File: config.mk
export PLATFORM = sky130hd
export DESIGN_NAME = url_percent_codec
export DESIGN_NICKNAME = d
export VERILOG_FILES = /design/src/hw/rtl/upc_pkg.sv /design/src/hw/rtl/upc_front.sv /design/src/hw/rtl/upc_queue.sv /design/src/hw/rtl/upc_back.sv /design/src/hw/rtl/url_percent_codec.sv
export VERILOG_INCLUDE_DIRS = /design/src /design/src/hw/rtl
export SDC_FILE = /design/constraint.sdc
export NUM_CORES = 1
export LEC_CHECK = 0
export ABC_AREA = 1
export BUFFER_PORTS_ARGS = -buffer_cell sky130_fd_sc_hd__buf_2
export CAP_MARGIN = 20
export CORE_MARGIN = 4
export CORE_UTILIZATION = 25
export DETAILED_ROUTE_END_ITERATION = 16
export SYNTH_ARGS = -nofsm -noshare
export SYNTH_HDL_FRONTEND = slang
export SYNTH_HIERARCHICAL = 1
export SYNTH_SLANG_ARGS = --single-unit
export TNS_END_PERCENT = 10
File: constraint.sdc
create_clock -name clk -period 3.4 [get_ports clk]
set_clock_uncertainty 0.05 [all_clocks]
set_input_delay 0 -clock clk [delete_from_list [all_inputs] [get_ports clk]]
set_output_delay 0 -clock clk [all_outputs]
set_load 0.005 [all_outputs]
File: src/hw/rtl/url_percent_codec_defines.svh
// Assertion macros used by the codec back end (upc_back).
`ifndef URL_PERCENT_CODEC_DEFINES_SVH
`define URL_PERCENT_CODEC_DEFINES_SVH

// Same-cycle implication, checked outside reset.
`define UPC_ASSERT_NOW(lbl, ante, cons, msg) \
  lbl: assert property (@(posedge clk) disable iff (!rst_n) (ante) |-> (cons)) \
    else $error(msg);

// Next-cycle implication, checked outside reset.
`define UPC_ASSERT_NEXT(lbl, ante, cons, msg) \
  lbl: assert property (@(posedge clk) disable iff (!rst_n) (ante) |=> (cons)) \
    else $error(msg);

`endif

File: src/hw/rtl/upc_pkg.sv
package upc_pkg;

  localparam logic [7:0] PERCENT_CHAR = 8'h25;
  localparam int         QUEUE_DEPTH  = 2;

  localparam logic DIR_ENCODE = 1'b0;
  localparam logic DIR_DECODE = 1'b1;

  localparam logic REG_DIRECTION = 1'b0;
  localparam logic REG_HEX_LOWER = 1'b1;

  typedef enum logic [2:0] {
    PH_IDLE  = 3'b001,
    PH_PCT   = 3'b010,
    PH_DIGIT = 3'b100
  } phase_t;

  typedef struct packed {
    logic       dir_wr;
    logic       direction;
    logic       hex_lower;
  } cfg_t;

  typedef struct packed {
    logic [1:0]      cnt;
    logic            last;
    logic [2:0][7:0] bytes;
  } entry_t;

  function automatic logic byte_acceptable(input logic [7:0] b);
    logic ok;
    ok = (b >= 8'h41 && b <= 8'h5a) || (b >= 8'h61 && b <= 8'h7a) ||
         (b >= 8'h30 && b <= 8'h39) || b == 8'h2a || b == 8'h2b ||
         b == 8'h2d || b == 8'h2e || b == 8'h2f || b == 8'h40 || b == 8'h5f;
    return ok;
  endfunction

  function automatic logic [7:0] hex_digit_char(input logic [3:0] nib, input logic lower);
    logic [7:0] c;
    if (nib < 4'd10) begin
      c = 8'h30 + {4'b0, nib};
    end else begin
      c = (lower ? 8'h61 : 8'h41) + {4'b0, nib} - 8'd10;
    end
    return c;
  endfunction

  function automatic logic [7:0] lenient_hex(input logic [7:0] b);
    logic [7:0] v;
    if (b >= 8'h41 && b <= 8'h46) begin
      v = b - 8'h37;
    end else if (b >= 8'h61 && b <= 8'h66) begin
      v = b - 8'h57;
    end else begin
      v = b - 8'h30;
    end
    return v;
  endfunction

endpackage

File: src/hw/rtl/upc_front.sv
module upc_front import upc_pkg::*; (
  input  logic       clk,
  input  logic       rst_n,
  input  cfg_t       cfg,
  input  logic       in_valid,
  output logic       in_stall,
  input  logic [7:0] in_byte,
  input  logic       in_last,
  input  logic       q_full,
  output logic       push,
  output entry_t     push_data
);

  phase_t     ph_r, ph_nxt;
  logic [7:0] part_r, part_nxt;
  logic       accept;
  logic [7:0] hv, pv;

  assign in_stall = q_full;
  assign accept   = in_valid && !q_full;
  assign hv       = lenient_hex(in_byte);
  assign pv       = {hv[3:0], 4'b0};

  always_comb begin
    ph_nxt    = ph_r;
    part_nxt  = part_r;
    push_data = '0;
    push_data.last     = in_last;
    push_data.bytes[0] = in_byte;
    if (cfg.direction == DIR_ENCODE) begin
      if (byte_acceptable(in_byte)) begin
        push_data.cnt = 2'd1;
      end else begin
        push_data.cnt      = 2'd3;
        push_data.bytes[0] = PERCENT_CHAR;
        push_data.bytes[1] = hex_digit_char(in_byte[7:4], cfg.hex_lower);
        push_data.bytes[2] = hex_digit_char(in_byte[3:0], cfg.hex_lower);
      end
    end else begin
      case (ph_r)
        PH_PCT: begin
          if (in_last) begin
            ph_nxt             = PH_IDLE;
            push_data.cnt      = 2'd1;
            push_data.bytes[0] = pv;
          end else begin
            ph_nxt        = PH_DIGIT;
            part_nxt      = pv;
            push_data.cnt = 2'd0;
          end
        end
        PH_DIGIT: begin
          ph_nxt             = PH_IDLE;
          part_nxt           = '0;
          push_data.cnt      = 2'd1;
          push_data.bytes[0] = part_r + hv;
        end
        default: begin
          if (in_byte == PERCENT_CHAR && !in_last) begin
            ph_nxt        = PH_PCT;
            push_data.cnt = 2'd0;
          end else begin
            ph_nxt        = PH_IDLE;
            push_data.cnt = 2'd1;
          end
        end
      endcase
    end
  end

  assign push = accept && push_data.cnt != 2'd0;

  always_ff @(posedge clk) begin
    if (!rst_n) begin
      ph_r   <= PH_IDLE;
      part_r <= '0;
    end else if (cfg.dir_wr) begin
      ph_r   <= PH_IDLE;
      part_r <= '0;
    end else if (accept) begin
      ph_r   <= ph_nxt;
      part_r <= part_nxt;
    end
  end

endmodule

File: src/hw/rtl/upc_queue.sv
module upc_queue import upc_pkg::*; (
  input  logic   clk,
  input  logic   rst_n,
  input  logic   push,
  input  entry_t push_data,
  output logic   full,
  input  logic   pop,
  output logic   q_valid,
  output entry_t q_data
);

  entry_t     mem_r [QUEUE_DEPTH];
  logic       wr_ptr_r, rd_ptr_r;
  logic [1:0] count_r, count_nxt;

  assign full    = count_r == 2'(QUEUE_DEPTH);
  assign q_valid = count_r != 2'd0;
  assign q_data  = mem_r[rd_ptr_r];

  always_comb begin
    count_nxt = count_r;
    if (push && !pop) begin
      count_nxt = count_r + 2'd1;
    end else if (pop && !push) begin
      count_nxt = count_r - 2'd1;
    end
  end

  always_ff @(posedge clk) begin
    if (push) begin
      mem_r[wr_ptr_r] <= push_data;
    end
  end

  always_ff @(posedge clk) begin
    if (!rst_n) begin
      wr_ptr_r <= 1'b0;
      rd_ptr_r <= 1'b0;
      count_r  <= '0;
    end else begin
      if (push) begin
        wr_ptr_r <= ~wr_ptr_r;
      end
      if (pop) begin
        rd_ptr_r <= ~rd_ptr_r;
      end
      count_r <= count_nxt;
    end
  end

endmodule

File: src/hw/rtl/upc_back.sv
`include "url_percent_codec_defines.svh"

module upc_back import upc_pkg::*; (
  input  logic       clk,
  input  logic       rst_n,
  input  logic       q_valid,
  input  entry_t     q_data,
  output logic       pop,
  output logic       out_valid,
  input  logic       out_stall,
  output logic [7:0] out_byte,
  output logic       out_last
);

  entry_t     cur_r;
  logic [1:0] cnt_r;
  logic       out_valid_r, out_last_r;
  logic [7:0] out_byte_r;
  logic       out_free, emit;

  assign out_free  = !out_valid_r || !out_stall;
  assign emit      = out_free && cnt_r != 2'd0;
  assign pop       = q_valid && (cnt_r == 2'd0 || (cnt_r == 2'd1 && out_free));
  assign out_valid = out_valid_r;
  assign out_byte  = out_byte_r;
  assign out_last  = out_last_r;

  always_ff @(posedge clk) begin
    if (pop) begin
      cur_r <= q_data;
    end else if (emit) begin
      cur_r.bytes <= {8'h00, cur_r.bytes[2:1]};
    end
    if (emit) begin
      out_byte_r <= cur_r.bytes[0];
      out_last_r <= cur_r.last && cnt_r == 2'd1;
    end
  end

  always_ff @(posedge clk) begin
    if (!rst_n) begin
      cnt_r       <= '0;
      out_valid_r <= 1'b0;
    end else begin
      if (pop) begin
        cnt_r <= q_data.cnt;
      end else if (emit) begin
        cnt_r <= cnt_r - 2'd1;
      end
      if (out_free) begin
        out_valid_r <= emit;
      end
    end
  end

  `UPC_ASSERT_NEXT(a_three_after_pop, cnt_r != 2'd3 && !pop, cnt_r != 2'd3, "escape word count rose without a pop")
  `UPC_ASSERT_NEXT(a_last_only_final, emit && cnt_r > 2'd1, !out_last_r, "last flag on a non-final word")
  `UPC_ASSERT_NOW(a_no_idle_pop_loss, pop, q_valid, "pop from an empty queue")
  `UPC_ASSERT_NEXT(a_drain, out_free && cnt_r == 2'd0, !out_valid_r, "word shown with nothing pending")

endmodule

File: src/hw/rtl/url_percent_codec.sv
// url_percent_codec: streaming percent encoder and decoder for URL path bytes.
// Input channel in_valid/in_stall carries one byte (in_byte) and an end mark
// (in_last) per word. Output channel out_valid/out_stall returns result words
// (out_byte, out_last); out_last is set on the final word an in_last byte causes.
// Encode (direction 0): acceptable bytes pass as one word; any other byte gives
// three words: '%' and two hex digits (case set by hex_lower).
// Decode (direction 1): "%XY" folds into one word; a trailing '%' or '%X' at
// in_last is flushed as one word. Bytes that only advance an escape give none.
// Each word goes from the queue through the word register to the output register.
// Throughput: one output word per cycle while out_stall is low, set by the
// single-word result port; an escaped encode byte gives three words.
// A two-entry queue sits between the classifier and the serializer, so input is
// still taken while the output register holds a stalled word; in_stall rises
// only when that queue is full. A stalled output word holds until taken.
// Reset (rst_n low, synchronous) clears both registers to 0 (encode, uppercase),
// the escape state, the queue and the output register. Writing direction also
// clears the escape state. Configure only while no words are in flight.
module url_percent_codec import upc_pkg::*; (
  input  logic        clk,
  input  logic        rst_n,
  input  logic        psel,
  input  logic        penable,
  input  logic        pwrite,
  input  logic [2:0]  paddr,
  input  logic [31:0] pwdata,
  output logic [31:0] prdata,
  output logic        pready,
  input  logic        in_valid,
  output logic        in_stall,
  input  logic [7:0]  in_byte,
  input  logic        in_last,
  output logic        out_valid,
  input  logic        out_stall,
  output logic [7:0]  out_byte,
  output logic        out_last
);

  logic   direction_r, hex_lower_r;
  logic   wr_en;
  cfg_t   cfg;
  logic   push, pop, q_full, q_valid;
  entry_t push_data, q_data;

  assign pready = 1'b1;
  assign wr_en  = psel && penable && pwrite;

  always_ff @(posedge clk) begin
    if (!rst_n) begin
      direction_r <= DIR_ENCODE;
      hex_lower_r <= 1'b0;
    end else if (wr_en) begin
      case (paddr[2])
        REG_DIRECTION: direction_r <= pwdata[0];
        REG_HEX_LOWER: hex_lower_r <= pwdata[0];
        default: ;
      endcase
    end
  end

  always_comb begin
    case (paddr[2])
      REG_DIRECTION: prdata = {31'b0, direction_r};
      REG_HEX_LOWER: prdata = {31'b0, hex_lower_r};
      default:       prdata = '0;
    endcase
  end

  assign cfg.dir_wr    = wr_en && paddr[2] == REG_DIRECTION;
  assign cfg.direction = direction_r;
  assign cfg.hex_lower = hex_lower_r;

  upc_front u_front (
    .clk       (clk),
    .rst_n     (rst_n),
    .cfg       (cfg),
    .in_valid  (in_valid),
    .in_stall  (in_stall),
    .in_byte   (in_byte),
    .in_last   (in_last),
    .q_full    (q_full),
    .push      (push),
    .push_data (push_data)
  );

  upc_queue u_queue (
    .clk       (clk),
    .rst_n     (rst_n),
    .push      (push),
    .push_data (push_data),
    .full      (q_full),
    .pop       (pop),
    .q_valid   (q_valid),
    .q_data    (q_data)
  );

  upc_back u_back (
    .clk       (clk),
    .rst_n     (rst_n),
    .q_valid   (q_valid),
    .q_data    (q_data),
    .pop       (pop),
    .out_valid (out_valid),
    .out_stall (out_stall),
    .out_byte  (out_byte),
    .out_last  (out_last)
  );

endmodule
# [Word level (Yosys, flattened, before mapping)]
# Memories as Yosys holds them, arrays and structs flattened. A register that Yosys moved wholly into a read port is not among the register bits.
# Cells that the tools add are included.
[classes] shifts=0 div_mod_pow=0 bitwise=4 eq_ne=13 muxes=31 mul=0 magnitude_cmp=10 reduce_logical=46 addsub=13
[op_table] operator="2-to-1 mux 24 bit" n=3
[op_table] operator="case mux 32 bit (2 select lines)" n=1
[op_table] operator="2-to-1 mux 8 bit" n=7
[op_table] operator="equality test 8 x 6 -> 1 bit (second input constant)" n=6
[op_table] operator="less-or-equal comparator 8 x 7 -> 1 bit (second input constant)" n=4
[op_table] operator="case mux 8 bit (2 select lines)" n=2
[op_table] operator="logical AND 1 bit" n=17
[op_table] operator="adder 8 x 4 -> 8 bit" n=2
[op_table] operator="equality test 8 x 7 -> 1 bit (second input constant)" n=2
[op_table] operator=">= comparator 8 x 7 -> 1 bit (second input constant)" n=2
[op_table] operator="2-to-1 mux 16 bit" n=1
[op_table] operator="subtractor 8 x 4 -> 8 bit (second input constant)" n=2
[op_table] operator="subtractor 8 x 6 -> 8 bit (second input constant)" n=2
[op_table] operator="adder 6 x 4 -> 7 bit (first input constant)" n=2
[op_table] operator="2-to-1 mux 2 bit" n=7
[op_table] operator="nonzero test 2 bit" n=6
[op_table] operator="logical OR 1 bit" n=11
[op_table] operator="adder 8 bit" n=1
[op_table] operator=">= comparator 8 x 6 -> 1 bit (second input constant)" n=1
[op_table] operator="less-or-equal comparator 8 x 6 -> 1 bit (second input constant)" n=1
[op_table] operator="less-than comparator 4 bit (second input constant)" n=2
[op_table] operator="subtractor 8 x 7 -> 8 bit (second input constant)" n=1
[op_table] operator="logical NOT 1 bit" n=6
[op_table] operator="2-to-1 mux 1 bit" n=6
[op_table] operator="other kinds (16)" n=22
[totals] rom_bits=0 ramBits=54 latchBits=0 output_inout_bits=44 wordCells=133 register_bits=54 in_bits=51 memories=1
[mem_list] memory="u_queue.mem_r" depth=2 word_bits=27 read_ports=1 rd_clocked_by_memory_dff=1 write_ports=1 line_no="upc_queue.sv:12" source="entry_t mem_r [QUEUE_DEPTH];"

# [Depth between registers and ports, before layout]
# Gate-level depths: netlist of the first run.
[depth] depth_word=19 mapped_depth=20 ltp_nobuf=20

# [Modules after synthesis]
# The synthesis of the first run kept the hierarchy.
[by_module_without_submodules] module="upc_queue" cells_per_inst=119 n_inst=1 seq_area_each_um2=1721.7 area_each_um2=2279.7
[by_module_without_submodules] module="upc_front" cells_per_inst=296 n_inst=1 seq_area_each_um2=140.1 area_each_um2=1752.9
[by_module_without_submodules] module="upc_back" cells_per_inst=136 n_inst=1 seq_area_each_um2=1081.0 area_each_um2=1511.4
[by_module_without_submodules] module="url_percent_codec" cells_per_inst=54 n_inst=1 seq_area_each_um2=40.0 area_each_um2=370.4

# [Least setup slack after synthesis of the first run]
# Ideal clock, no wire load.
[synth_path] path_type="in2reg" from="input port in_byte[0]" to="memory u_queue/mem_r[0][5] (netlist bit), data pin" arrival_time_ns=2.320 n_path_buf=1 stages=18 setup_ns=0.252 setup_slack_ns=0.779 t_required_ns=3.098 path_cell_list="buf_2 > inv_1 > ha_1 > nand3_1 > nand2_1 > nand2_2 > nand2_4 > nand2_4 > inv_2 > nor2_1 > xor2_1 > ha_1 > inv_1 > fa_1 > o221ai_1 > o21bai_2 > nand2_1 > inv_1"
[synth_lines] item="start, declared" line_no="url_percent_codec.sv:30" source="input logic [7:0] in_byte,"
[synth_lines] item="end, declared" line_no="upc_queue.sv:12"

==> results.md, run 1 <==
* Setup Viol. Count Final at 0
* Vias in the first global route at slightly below 4,000
* Synth Area in Simple Gates at between 20% and 30%
* Finished Cell Area at 6620 sq um
* Min Hold Slack at approximately 0.035 ns
* Pwr dens at around 670 nW/um^2
* Die extent in x at 162 microns
* Synth Area in Adders at roughly 3.3%
* DR WL/cell at ~12 microns
* Sequential Power Share at between 40 and 50%
* Commonest non-fill, non-tap cell in the layout: nand2_1
* Sw Share at roughly a third
* N_diodes at 0
* Logic gate share of total power at around 32%
* Area delta synth->final at 11.9%
* Slew @ Worst Pin at 0.586 ns
* IO Port Bufs at 29
* Async S/R FF share, synth at 0%
* Die area at roughly 26,000 sq um
* Post-synth EDFFs at around 90
* CTS clock-pin slew for the worst setup and hold paths at 0.07 ns
* Slew Limit Headroom at 60.6%
* Peak VDD IR at between 0.3 and 0.4 mV
* H-tree depth at 3
* Skew-Pair Late Insertion Delay at between 0.3 and 0.4 ns
* Worst endpoint data arrival time at roughly 2.8 ns
* Synth Instances at around 610
* Critical-path cell list: buf_2, inv_1, buf_4, ha_1, inv_1, nor2_2, nand2_1, nand2_2, nand2_4, nand2_4, inv_2, nor2_1, xor2_1, ha_1, inv_1, fa_1, o221ai_1, o21bai_2, nand2_1, inv_1
* Synthesized flop and latch total at between 100 and 150
* Fmax at between 0.3 and 0.4 GHz
* Share of power burned in the clock network at about 23%
* Core Rows at 56
* Nets@finish at just over 700
* Synth top area share at 44.7%
* Synth warnings at 6
* CP Class: input port to register
* Final Hold Fails at 0
* Largest family of logic cells by synthesized area: simple AND/OR/NAND/NOR gates
* First-pass GRT wire length at ~19 mm
* Via/cell ratio at ~4.1
* Worst Hold Class: input port to register
* Sequential share of the synthesized area at about 50%
* Final estimated routing congestion in global placement at 0.857
* Internal at 3.03 mW
* Slew Limit Fails at 0
* Cell mode on critical path: inv_1
* Post-DP HPWL at around 8.3 mm
* Critical-path top delay cell: fa_1
* Final Cycle Share at 80.0%
* Max Cap Viol at 0
* Mux share of post-synthesis cell area at approximately 6.4%
* Critical Path RT at 3.45 ns
* Worst Setup Start Kind: input port
* Synth Area in Compound Gates at under 10%
* Antenna violations before repair at 0
* Clk sinks at around 110
* Crit. End Element: register
* Worst-path fanout max at 7
* Area contributors post-synth: edfxtp_1 45%, nand2_1 8.9%, dfxtp_1 5.8%
* Antenna-violating nets left at 0
* Placed instance area at 6250 sq um
* Leak at 2.81 nW
* Via Count at between 3,000 and 4,000
* TNS Setup at 0 ns
* CTS Root Cell: clkbuf_16
* Largest net degree at the start of global routing at 30
* CTS tree: done
* Clock Path Buffers at 2
* Ys flop type: edfxtp_1
* Core region area at around 23,000 sq um
* XOR/XNOR Fraction of Synth Area at 1.46%
* Synthesized area per cell at 9.78 sq um
* Initial Util at 25.3%
* RSZ-0062 raised after global routing: no
* IO Pins at between 90 and 100
* Commonest cells after routing, fill and taps aside: 141 x nand2_1, 88 x edfxtp_1, 65 x inv_1, 42 x nor2_1, 41 x nand3_1
* Final Critical Period at roughly 2.7 ns
* All-layer global routing usage at under 10%
* Die H at approximately 160 microns
* Fraction of layout cells with a size suffix above 1 at 19.9%
* Total CTS buffers at 9
* Drt drc at 0
* DR iter-0 viols at 328
* Yosys cell types at 42
* Largest area contributor in the netlist: edfxtp_1
* Status: complete, no violations
* Sw Pwr at ~1.4 mW
* Synthesized area at a little under 6000 sq um
* Routed WL at 11.7 mm
* First drt pass iteration count at 5
* Crit-path max cell delay at around 0.5 ns
* Grt ovf at 0
[logic make-up after synthesis]
kind of cell               after synthesis
adders and majority gates               15
muxes                                   27
other                                    3
and+or+nand+nor                        268
buffers and inverters                  124
DFF                                    105
AOI/OAI and AO/OA                       54
xor gates and xnor gates                 9
[layer usage]
layer  GRT usage [%]  wire length [microns]  vias up
met3            2.18                    660        6
li1                -                      -     1991
met4            2.61                     85        0
met2            15.1                   5520      108
met5               0                      0        -
met1            11.8                   5400     1867
[flip-flops by register name, indices dropped and copies added, names as in the netlist, 2 cells and up, named ones only]
signal	flops
u_queue/mem_r	54
u_front/part_r	4
u_front/ph_r	3
u_queue/count_r	2
u_back/cur_r	25
u_back/out_byte	8
u_back/cnt_r	2
[path summary, 6_finish.rpt]
| kind | from | to | slack, ns | cells after the start |
|---|---|---|---|---|
| setup / recovery | in_byte[4] | u_queue/mem_r[1][5]$_DFFE_PP_ | 0.68 | 20 |
| hold reg to reg | u_back/cur_r[3]$_DFFE_PP_ | u_back/out_byte[3]$_DFFE_PP_ | 0.37 | 0 |
| setup reg to reg | u_front/ph_r[2]$_SDFFE_PP0P_ | u_queue/mem_r[1][11]$_DFFE_PP_ | 1.17 | 10 |
| hold / removal | in_valid | u_front/ph_r[1]$_SDFFE_PP0P_ | 0.04 | 3 |
[power groups by stage]
stage / logic [mW] / clock network (mW) / registers [mW]
final: 1.45 / 1.01 / 2.01
after global routing: 1.65 / 1.09 / 2.05
after CTS: 1.48 / 1.03 / 2.02
after detailed placement: 1.47 / 0 / 2.04
after global placement: 1.43 / 0 / 2.03
after floorplan: 1.18 / 0 / 2.04
[through the flow]
step | total power [mW] | instances | setup WS [ns] | utilization (%)
floorplan | 3.22 | 636 | 0.779 | -
global placement | 3.46 | 942 | 0.386 | 26.6
detailed placement | 3.51 | 943 | 0.353 | 26.7
CTS | 4.53 | 967 | 0.705 | 28.3
global route | 4.79 | 967 | 0.456 | 28.3
finish | 4.47 | 967 | 0.680 | 28.3
[timing repair]
item | in CTS | in global routing
hold buffers | 8 | 0
hold endpoints to repair | 12 | 0
resized for setup | 0 | 0
setup buffers | 0 | 0
[Yosys cell counts, types with 5 or more instances]
| master | count |
|---|---|
| o21ai_0 | 17 |
| mux2_4 | 20 |
| buf_6 | 8 |
| ha_1 | 14 |
| a21oi_1 | 20 |
| nor3_1 | 9 |
| edfxtp_1 | 88 |
| xor2_1 | 6 |
| nand2_1 | 141 |
| nand2_4 | 5 |
| nand2_2 | 9 |
| nor2_2 | 8 |
| mux2_2 | 7 |
| nor2_1 | 43 |
| inv_2 | 6 |
| nand3_1 | 41 |
| dfxtp_1 | 17 |
| a21oi_2 | 6 |
| inv_1 | 65 |
| buf_4 | 37 |
[cell type report]
| class | count | area [sq um] |
|---|---|---|
| fill | 2475 | 16800 |
| sequential | 105 | 2980 |
| multi-input combinational | 407 | 2340 |
| tap | 319 | 399 |
| timing repair buffer | 48 | 328 |
| inverter | 72 | 278 |
| clock buffer | 11 | 233 |
| clock inverter | 5 | 56.3 |
[critical path, delay by kind of cell]
kind                     cells  cell delay [ns]
adder cells (fa/ha/maj)      3             0.91
AND/OR/NAND/NOR              7             0.68
buffers and inverters        7             0.64
AO/OA/AOI/OAI                2             0.33
XOR/XNOR                     1             0.19
Note: power is estimated with default switching activity, not from simulation.
==> run 2: changes to the inputs <==
--- a/config.mk
+++ b/config.mk
@@ -6,7 +6,7 @@
 export SDC_FILE = /design/constraint.sdc
 export NUM_CORES = 1
 export LEC_CHECK = 0
-export ABC_AREA = 1
+export ABC_AREA = 0
 export BUFFER_PORTS_ARGS = -buffer_cell sky130_fd_sc_hd__buf_2
 export CAP_MARGIN = 20
 export CORE_MARGIN = 4
==> constraint.sdc (replaced) <==
create_clock -name clk -period 2.2 [get_ports clk]
set_clock_uncertainty 0.05 [all_clocks]
set_input_delay 0 -clock clk [delete_from_list [all_inputs] [get_ports clk]]
set_output_delay 0 -clock clk [all_outputs]
set_load 0.005 [all_outputs]
==> run 2 against run 1 <==
Against the previous run:
- the flow now finishes with violations (setup timing)
- wire length grew 7.2%
- largest power group unchanged
- first-iteration DRC count shrank 19%
- hold slack gained 0.0089 ns
- critical endpoint is now u_queue/mem_r[0][7]$_DFFE_PP_
==> results.md, run 2 <==
* Critical-path cell list: buf_6, or3b_4, or4_4, a22oi_2, buf_6, a21oi_4, a2111oi_4, a21oi_2, ha_1, a21oi_2, xor2_1, o32ai_1, a41oi_1, nand4b_1
* Commonest cells after routing, fill and taps aside: 88 x edfxtp_1, 76 x buf_4, 35 x mux2_2, 34 x conb_1, 30 x nand2_1
* Core region area at 22,000 sq um (-5.9%)
* H-tree depth at 3 (unchanged)
* HP Start: pwrite
* CP Buf/Inv Count at 2 (-5)
* Ys flop type: edfxtp_1
* Clock Path Buffers at 2 (unchanged)
* Final Critical Period at ~2.8 ns
* Synth Area in Simple Gates at 12.1% (-8.5 points)
* DR WL/cell at 14.3 microns (+19%)
* Sequential share of the synthesized area at 52.7% (+2.2 points)
* Crit-path max cell delay at 0.42 ns (-0.09 ns)
* First drt pass iteration count at 6 (+1)
* CTS Root Cell: clkbuf_16
* CTS tree: done
* Synth warnings at 6 (unchanged)
* Pwr dens at 925 nW/um^2 (+37%)
* Critical-path top delay cell: or4_4
* First-pass GRT wire length at 19.4 mm (+0.75%)
* Grt ovf at 0 (unchanged)
* Max Cap Viol at 0 (unchanged)
* Critical Path RT at 2.22 ns (-1.23 ns)
* Placed instance area at 6550 sq um (+4.9%)
* N_diodes at 0 (unchanged)
* Die H at 159 microns (-2.0%)
* Worst r2r path cells at 10 (unchanged)
* Final estimated routing congestion in global placement at 0.863 (+0.76%)
* Commonest non-fill, non-tap cell in the layout: edfxtp_1
* RSZ-0062 raised after global routing: yes
* IO Port Bufs at 29 (unchanged)
* Core Rows at 54 (-3.6%)
* Synth Area in Compound Gates at 11.5% (+5.8 points)
* Crit. End Element: register
* Fraction of layout cells with a size suffix above 1 at 36.9% (+17 points)
* R2r startpoint: u_front/ph_r[1]$_SDFFE_PP0P_
* CTS clock-pin slew for the worst setup and hold paths at 0.07 ns (about the same)
* Finished Cell Area at 7250 sq um (+9.5%)
* Reg2Reg Setup Slack at 0.04 ns (-1.13 ns)
* Nets@finish at 655 (-7.6%)
* Largest family of logic cells by synthesized area: simple AND/OR/NAND/NOR gates
* Peak VDD IR at 0.428 mV (+33%)
* Die extent in x at 159 microns (-2.0%)
* Area delta synth->final at 28.0%
* Mux share of post-synthesis cell area at 9.88% (+3.5 points)
* Worst Setup Start Kind: input port
* CP Class: input port to register
* Crit-path leading delay family: compound AO/OA/AOI/OAI gates
* Skew-Pair Late Insertion Delay at 0.34 ns (about the same)
* All-layer global routing usage at 9.90% (+0.82 points)
* Critical Path End: u_queue/mem_r[0][7]$_DFFE_PP_
* Worst endpoint data arrival time at 2.81 ns (+0.04 ns)
* Setup Viol. Count Final at 7 (+7)
* Via Count at 3,832 (-3.5%)
* Status: complete, but fails checks
* Worst Hold Class: input port to register
* Post-synth EDFFs at 88 (unchanged)
* Largest area contributor in the netlist: edfxtp_1
* XOR/XNOR Fraction of Synth Area at 1.86% (+0.40 points)
* Number of flip-flops in the largest register at 54 (unchanged)
* Slew Limit Fails at 0 (unchanged)
* DR iter-0 viols at 265 (-19%)
* Critical path startpoint: in_byte[0]
* Synthesized flop and latch total at 105 (unchanged)
* Synthesized area per cell at 11.8 sq um (+21%)
* Yosys cell types at 72 (+71%)
* Async S/R FF share, synth at 0% (unchanged)
* Area contributors post-synth: edfxtp_1 47%, mux2_2 7.0%, dfxtp_1 6.0%
* Initial Util at 25.7% (+0.44 points)
* Leak at 2.78 nW (-0.96%)
* Final Cycle Share at 127%
* Synth Instances at 478 (-21%)
* Setup WS post-layout at -0.593 ns (-1.27 ns)
* Drt drc at 0 (unchanged)
* Synthesized area at 5660 sq um (-4.3%)
* Violated checks: setup timing
* Final Hold Fails at 0 (unchanged)
* Worst r2r dst: u_queue/count_r[1]$_SDFFE_PN0P_
* Fmax at roughly 0.36 GHz
* Commonest cells post-synth: 88 x edfxtp_1, 37 x buf_4, 35 x mux2_2
* Final core utilization at 32.9% (+4.6 points)
* Die area at 25,100 sq um (-4.0%)
* Synth top area share at 46.7% (+2.0 points)
* Via/cell ratio at 4.38 (+6.7%)
* Largest net degree at the start of global routing at 29 (-3.3%)
* Routed WL at 12.5 mm (+7.2%)
* Clk sinks at 105 (unchanged)
* Worst path depth at 14 (-30%)
* Antenna violations before repair at 0 (unchanged)
* Antenna-violating nets left at 0 (unchanged)
* Most frequent cell after synthesis: edfxtp_1
* Synth Area in Adders at 3.45% (+0.15 points)
* Worst-path fanout max at 6 (-1)
* Largest reg by FF count: u_queue/mem_r
* Vias in the first global route at 3,777 (-3.0%)
* Total CTS buffers at 9 (unchanged)
* Post-DP HPWL at 8.77 mm (+6.1%)
* Fillers at 2,221 (-10%)
* Power Total at 6.70 mW (+50%)
* IO Pins at 95 (unchanged)
-- run 2: cell count changes in the layout (fill, tap and decap cells not counted), moves of 8 or more --
cell	change
nand2_1	-111
buf_4	+66
inv_1	-48
nand3_1	-31
mux2_2	+28
nor2_1	-22
and2_1	+15
mux2_4	-11
nand2_2	-9
nand2b_1	+9
buf_6	+8
nor2_2	-8
-- run 2: power by group --
part	switching, mW	total, mW	internal [mW]
logic	1.03	2.07	1.04
clock network	0.690	1.57	0.885
registers	0.148	3.06	2.91
total	1.86	6.70	4.84
-- run 2: per-layer routing --
layer  vias to the layer above  GRT usage [%]  wire (microns)
li1                       1896              -               -
met1                      1838           12.8            5530
met5                         -              0               0
met4                         0           2.52             125
met3                        13           2.83             659
met2                        85           16.3            6200
-- run 2: cell families after synthesis --
group	count (synthesis)
xor+xnor	12
mux	47
simple gates	125
buf+inv	76
compound gates	95
other cells	3
fa+ha+maj	15
flops	105
-- run 2: layout make-up --
class | count | area [sq um] | area share [%]
clock buffer | 10 | 229 | 3.16
clock inverter | 6 | 63.8 | 0.881
inverter | 21 | 106 | 1.47
multi-input combinational | 329 | 2550 | 35.2
sequential | 105 | 2980 | 41.2
tap | 280 | 350 | 4.83
timing repair buffer | 123 | 966 | 13.3
-- run 2: worst min-delay path by stage --
stage | end | slack (ns) | cells past startpoint
floorplan | u_queue/wr_ptr_r$_SDFFE_PN0P_ | 0.07 | 1
global placement | u_back/out_valid$_SDFFE_PN0P_ | 0.23 | 3
detailed placement | direction_r$_SDFFE_PN0P_ | 0.24 | 3
CTS | u_front/ph_r[0]$_SDFFE_PP1P_ | 0.03 | 5
global route | u_front/ph_r[0]$_SDFFE_PP1P_ | 0.07 | 5
finish | u_front/ph_r[0]$_SDFFE_PP1P_ | 0.04 | 5
-- run 2: worst min-delay path, stage by stage --
cell	delay [ns]
buf_2	0.11
nand4b_4	0.10
inv_1	0.08
nor2b_1	0.06
nand2_1	0.06
-- run 2: repair_timing --
action | 4_1_cts | 5_1_grt
pin swaps | 13 | 16
setup buffers | 4 | 6
gates resized for setup | 18 | 33
gates cloned | 0 | 1
hold endpoints to repair | 12 | 0
hold buffers | 10 | 0
setup endpoints to repair | 54 | 87
-- run 2: stage by stage --
| step | hold WS (ns) | TNS (ns) | worst slack [ns] | std cells |
|---|---|---|---|---|
| floorplan | 0.0675 | -14.15 | -0.756 | 509 |
| finish | 0.0439 | -2.63 | -0.593 | 874 |
| detailed placement | 0.240 | -46.70 | -1.07 | 839 |
| global route | 0.0669 | -4.58 | -0.714 | 874 |
| CTS | 0.0345 | -8.12 | -0.632 | 868 |
| global placement | 0.235 | -45.70 | -0.995 | 839 |
